==> src/rtl/core/stbs_pkg.sv <==
// Shared types and constants for the sorted table search block.
// No dependencies.
`default_nettype none
package stbs_pkg;

  localparam int DEPTH_DEF = 1024;
  localparam int KEY_W     = 32;
  localparam int IDX_W     = 10;
  localparam int SIZE_W    = 11;
  localparam int ACC_W     = 4;
  localparam int CNT_W     = 5;

  typedef enum logic [2:0] {
    ST_IDLE = 3'b001,
    ST_SRCH = 3'b010,
    ST_DONE = 3'b100
  } state_t;

  typedef enum logic {
    CMD_LOAD   = 1'b0,
    CMD_SEARCH = 1'b1
  } cmd_t;

endpackage
`default_nettype wire

==> src/rtl/core/stbs_ctrl.sv <==
// Search sequencer: one probe per cycle against the table memory, result register.
// Depends on stbs_pkg; drives stbs_mem.
`default_nettype none
module stbs_ctrl #(
  parameter int DEPTH = stbs_pkg::DEPTH_DEF,
  parameter int AW    = $clog2(DEPTH)
) (
  input  wire logic                              clk,
  input  wire logic                              rst,
  input  wire logic [stbs_pkg::SIZE_W-1:0]       table_size,
  input  wire logic                              in_valid,
  output logic                                   in_ready,
  input  wire logic                              cmd,
  input  wire logic [stbs_pkg::IDX_W-1:0]        index,
  input  wire logic signed [stbs_pkg::KEY_W-1:0] key,
  output logic                                   mem_we,
  output logic      [AW-1:0]                     mem_waddr,
  output logic      [stbs_pkg::KEY_W-1:0]        mem_wdata,
  output logic      [AW-1:0]                     mem_raddr,
  input  wire logic [stbs_pkg::KEY_W-1:0]        mem_rdata,
  output logic                                   out_valid,
  input  wire logic                              out_ready,
  output logic                                   found,
  output logic      [stbs_pkg::IDX_W-1:0]        position,
  output logic      [stbs_pkg::ACC_W-1:0]        accesses
);

  localparam int CW = $clog2(DEPTH + 1);
  localparam int SW = (CW > stbs_pkg::SIZE_W) ? CW : stbs_pkg::SIZE_W;
  localparam logic [stbs_pkg::CNT_W-1:0] SAT = stbs_pkg::CNT_W'((1 << stbs_pkg::ACC_W) - 1);

  stbs_pkg::state_t state, state_next;

  logic [CW-1:0]                        lo, lo_next;
  logic [CW-1:0]                        hi1, hi1_next;
  logic [AW-1:0]                        mid, mid_next;
  logic [stbs_pkg::CNT_W-1:0]           count, count_next;
  logic signed [stbs_pkg::KEY_W-1:0]    skey;
  logic                                 res_found, res_found_next;
  logic [stbs_pkg::IDX_W-1:0]           res_pos, res_pos_next;
  logic [stbs_pkg::CNT_W-1:0]           res_cnt, res_cnt_next;

  logic                                 accept;
  logic                                 out_load;
  logic [SW-1:0]                        ts_ext;
  logic [CW-1:0]                        n;
  logic [CW-1:0]                        n_m1;
  logic [AW-1:0]                        mid0;
  logic signed [stbs_pkg::KEY_W-1:0]    v;
  logic [CW-1:0]                        mid_ext;
  logic [CW:0]                          sum;
  logic [31:0]                          mid32;
  logic [31:0]                          idx32;

  assign accept   = in_valid && in_ready;
  assign in_ready = (state == stbs_pkg::ST_IDLE);
  assign out_load = (state == stbs_pkg::ST_DONE) && (!out_valid || out_ready);

  // effective size clamped to the table depth
  assign ts_ext = SW'(table_size);
  assign n      = (ts_ext > SW'(DEPTH)) ? CW'(DEPTH) : CW'(ts_ext);
  assign n_m1   = n - CW'(1);
  assign mid0   = AW'(n_m1 >> 1);

  assign v       = $signed(mem_rdata);
  assign mid_ext = CW'(mid);
  assign mid32   = 32'(mid);
  assign idx32   = 32'(index);

  assign mem_we    = accept && (cmd == stbs_pkg::CMD_LOAD) && (idx32 < 32'(DEPTH));
  assign mem_waddr = idx32[AW-1:0];
  assign mem_wdata = key;

  always_comb begin
    state_next     = state;
    lo_next        = lo;
    hi1_next       = hi1;
    mid_next       = mid;
    count_next     = count;
    res_found_next = res_found;
    res_pos_next   = res_pos;
    res_cnt_next   = res_cnt;
    sum            = '0;
    mem_raddr      = mid;
    case (state)
      stbs_pkg::ST_IDLE: begin
        mem_raddr = mid0;
        if (accept && (cmd == stbs_pkg::CMD_SEARCH)) begin
          if (n == '0) begin
            res_found_next = 1'b0;
            res_pos_next   = '0;
            res_cnt_next   = stbs_pkg::CNT_W'(1);
            state_next     = stbs_pkg::ST_DONE;
          end else begin
            lo_next    = '0;
            hi1_next   = n;
            mid_next   = mid0;
            count_next = stbs_pkg::CNT_W'(1);
            state_next = stbs_pkg::ST_SRCH;
          end
        end
      end
      stbs_pkg::ST_SRCH: begin
        if (v == skey) begin
          res_found_next = 1'b1;
          res_pos_next   = mid32[stbs_pkg::IDX_W-1:0];
          res_cnt_next   = count;
          state_next     = stbs_pkg::ST_DONE;
        end else begin
          if (v < skey) begin
            lo_next = mid_ext + CW'(1);
          end else begin
            hi1_next = mid_ext;
          end
          sum        = (CW + 1)'(lo_next) + (CW + 1)'(hi1_next) - (CW + 1)'(1);
          mid_next   = AW'(sum >> 1);
          mem_raddr  = mid_next;
          count_next = (count == SAT) ? SAT : count + stbs_pkg::CNT_W'(1);
          if (lo_next >= hi1_next) begin
            res_found_next = 1'b0;
            res_pos_next   = '0;
            res_cnt_next   = count_next;
            state_next     = stbs_pkg::ST_DONE;
          end
        end
      end
      stbs_pkg::ST_DONE: begin
        if (out_load) begin
          state_next = stbs_pkg::ST_IDLE;
        end
      end
      default: begin
        state_next = stbs_pkg::ST_IDLE;
      end
    endcase
  end

  always_ff @(posedge clk) begin
    if (rst) begin
      state     <= stbs_pkg::ST_IDLE;
      out_valid <= 1'b0;
    end else begin
      state <= state_next;
      if (out_load) begin
        out_valid <= 1'b1;
      end else if (out_ready) begin
        out_valid <= 1'b0;
      end
    end
  end

  always_ff @(posedge clk) begin
    lo        <= lo_next;
    hi1       <= hi1_next;
    mid       <= mid_next;
    count     <= count_next;
    res_found <= res_found_next;
    res_pos   <= res_pos_next;
    res_cnt   <= res_cnt_next;
    if (accept) begin
      skey <= key;
    end
    if (out_load) begin
      found    <= res_found;
      position <= res_pos;
      accesses <= (res_cnt > SAT) ? stbs_pkg::ACC_W'(SAT) : stbs_pkg::ACC_W'(res_cnt);
    end
  end

endmodule
`default_nettype wire

==> config.mk <==
export PLATFORM = sky130hd
export DESIGN_NAME = stbs_ctrl
export DESIGN_NICKNAME = d
export VERILOG_FILES = /design/src/rtl/core/stbs_pkg.sv /design/src/rtl/core/stbs_ctrl.sv
export SDC_FILE = /design/constraint.sdc
export NUM_CORES = 1
export LEC_CHECK = 0
export BUFFER_PORTS_ARGS = -buffer_cell sky130_fd_sc_hd__buf_4
export CAP_MARGIN = 10
export CELL_PAD_IN_SITES_DETAIL_PLACEMENT = 1
export CELL_PAD_IN_SITES_GLOBAL_PLACEMENT = 1
export CORE_ASPECT_RATIO = 1.75
export CORE_MARGIN = 4
export CORE_UTILIZATION = 45
export DETAILED_ROUTE_END_ITERATION = 10
export HOLD_SLACK_MARGIN = 0.05
export PLACE_DENSITY_LB_ADDON = 0.1
export SYNTH_ARGS = -nofsm -noshare
export SYNTH_HDL_FRONTEND = slang
export SYNTH_SLANG_ARGS = --single-unit
==> constraint.sdc <==
create_clock -name clk -period 7.7 [get_ports clk]
set_input_delay 0.385 -clock clk [delete_from_list [all_inputs] [get_ports clk]]
set_output_delay 0.385 -clock clk [all_outputs]
set_load 0.1 [all_outputs]
==> flow_summary.toml <==
[run_status]
status = "complete, no violations"

[flow_run]
drv_cap = 0

[critical_path]
path_common_cell = "inv_1"
cp_slowest_stage_delay_ns = 0.63
r2r_cells = 24
cp-end-kind = "output port"
critPathKind = "reg -> out"
cp-start-kind = "flip-flop"
arrival_ns = 5.90
required_ns = 7.32
cp_max_fo = 15
slowest_stage = "a21oi_2"

[place]
dpl-instance-area_um2 = 7540
dpl.hpwl_um = 14300
place_ws_ns = 1.58
io_buffers = 139
dpl.cell_count = 888
place.gp.congestion = 0.823

[floorplan]
dieArea_um2 = 16800
pin_count = 160
design.core.area_um2 = 14400
start_util = 0.460
die_h_um = 168
fp.dieW_um = 99.6
num_rows = 58

[finish]
drive_gt1_frac = 0.257
mostFrequentLayoutCells = "buf_4 (143), edfxtp_1 (100), ha_1 (62), inv_1 (60), nand2_1 (45)"
stdcell_area_um2 = 7850
final-instance-count-excl-fill = 905
fin_nets = 873
diodes = 0
area_delta_synth_final_pct = 18.8
layout_commonest_cell = "buf_4"

[timing]
final.setup.tns_ns = 0
tightestPinTransition_ns = 0.983
skew_ns = 0.00900
drv_slew = 0
fin_crit_sh = 0.816
hold_viol_final = 0
min_period_ns = 6.28
postLayoutSetupSlackWorst_ns = 1.42
max_slew_margin = 0.343
max_freq_mhz = 159
setup_violations = 0
rsz0062_at_grt = "no"

[global_routing]
grt_max_degree = 48
grt_antenna_before_repair = 0
grt_usage = 0.217
grt_pass1_vias = 5457
grt_pass1_wl_um = 28200
grt_overflow = 0

[pwr]
p_leak_nw = 3.49
seq_power_share = 0.371
vdd_ir_drop_max_uv = 175
p_sw_frac = 0.381
p_per_area_nw_per_um2 = 229
power_frac_clock = 0.257
intPower_mw = 1.11
combPwrFrac = 0.372
switchingPower_mw = 0.685

[route]
drc_errors = 0
first_pass_iters = 4
wirelength_um = 18000
wl_per_cell_um = 19.9
antenna_left = 0
drt-initial-drc-count = 159
num_vias = 5018
vias_per_cell = 5.54

[clock_network]
clk_path_buf_depth = 2
clkSinkCount = 104
cts-root-buf = "clkbuf_16"
ctsResizeCount = 0
cts_tree = "done"
cts-htree-levels = 3
clkTransAtPathRegs_ns = 0.08
cts_hold_buf = 0
cts_setup_buffers = 0
clock_latency_ns = 0.35
cts_made_buffers = 9

[synth]
synth_cell_type_count = 63
avgSynthCellArea_um2 = 10.6
yosys-top-cells-area = "edfxtp_1 (45%), ha_1 (12%), buf_4 (4.8%)"
synth-seq-cells = 104
ys_warn_count = 0
syn-num-nets = 777
synth_top_area_frac = 0.454
synth_edf_count = 100
yosysTopAreaCell = "edfxtp_1"
async_flop_share = 0
synth_seq_area_share = 0.466
syn_inst = 624
synth-main-ff-cell = "edfxtp_1"
syn_area_um2 = 6610

[min_path]
holdPathStages = 1
hold_class = "in -> reg"
## logic make-up (layout without fill, tap and decap cells)
family	after synthesis	after routing	synth area share
and+or+nand+nor	170	170	0.127
AOI/OAI and AO/OA	123	123	0.125
buffers and inverters	119	220	0.0916
DFF	104	104	0.466
adders and majority gates	65	65	0.124
xor gates and xnor gates	23	23	0.0333
muxes	20	20	0.0331
## path summary, 6_finish.rpt
path / from / end / slack, ns
setup / recovery: skey[27]$_DFFE_PP_ / mem_raddr[8] / 1.42
hold / removal: key[17] / skey[17]$_DFFE_PP_ / 0.21
hold reg to reg: res_pos[1]$_SDFFCE_PN0P_ / position[1]$_DFFE_PP_ / 0.43
setup reg to reg: skey[27]$_DFFE_PP_ / mid[8]$_DFFE_PP_ / 2.15
## state kept, by name (all words and copies together) (netlist names)
register,flops
res_found,1
res_cnt,5
accesses,4
res_pos,10
position,10
skey,32
count,5
hi1,11
found,1
out_valid,1
mid,10
state,3
lo,11
## through the flow
| stage | hold slack (ns) | utilization | total power, mW |
|---|---|---|---|
| finish | 0.213 | 0.546 | 1.80 |
| global route | 0.198 | 0.546 | 1.90 |
| CTS | 0.202 | 0.546 | 1.81 |
| detailed placement | 0.410 | 0.525 | 1.35 |
| global placement | 0.404 | 0.525 | 1.33 |
| floorplan | 0.400 | - | 1.21 |
## per-layer routing
metal	GRT usage	vias to the layer above	wire length [um]
li1	-	2388	-
met1	0.225	2426	6370
met2	0.412	173	10000
met3	0.0419	31	1100
met4	0.0927	0	516
met5	0	-	0
## cells in the mapped netlist (3+ instances only)
library cell  count
a211oi_1          4
a21o_1           11
a21oi_1          42
a21oi_2           3
a221o_1           4
a22oi_1           4
and2_1           11
and3_1            5
buf_4            42
clkbuf_1         14
dfxtp_1           4
edfxtp_1        100
ha_1             62
inv_1            60
mux2i_1          17
nand2_1          45
nand3_1          22
nand4_1           9
nor2_1           42
nor2b_1           6
nor3_1           10
o211ai_1          8
o21ai_0          20
o21ai_1           4
o31ai_1           3
or2_2             6
or3_1             3
xnor2_1          15
xor2_1            7
## area by class of cell
type	count	area, um2
Clock buffer	9	225
Clock inverter	7	70.1
Tap cell	180	225
Inverter	60	225
Multi-Input combinational cell	401	2940
Fill cell	1597	6520
Timing Repair Buffer	144	1080
Sequential cell	104	3080
## power by group through the flow
stage / clock network (mW) / logic (mW) / registers, mW
2_1_floorplan: 0 / 0.534 / 0.674
6_report: 0.463 / 0.668 / 0.666
5_1_grt: 0.496 / 0.731 / 0.669
4_1_cts: 0.473 / 0.674 / 0.666
3_3_place_gp: 0 / 0.651 / 0.678
3_5_place_dp: 0 / 0.668 / 0.679
## critical path: cells and delay by family, from the launching register on
kind,cells,cell delay [ns]
compound gates,11,2.72
fa+ha+maj,4,0.99
buf+inv,5,0.53
flops,1,0.37
mux,1,0.36
simple gates,3,0.32
xor+xnor,1,0.23
(Power assumes the default switching activity.)
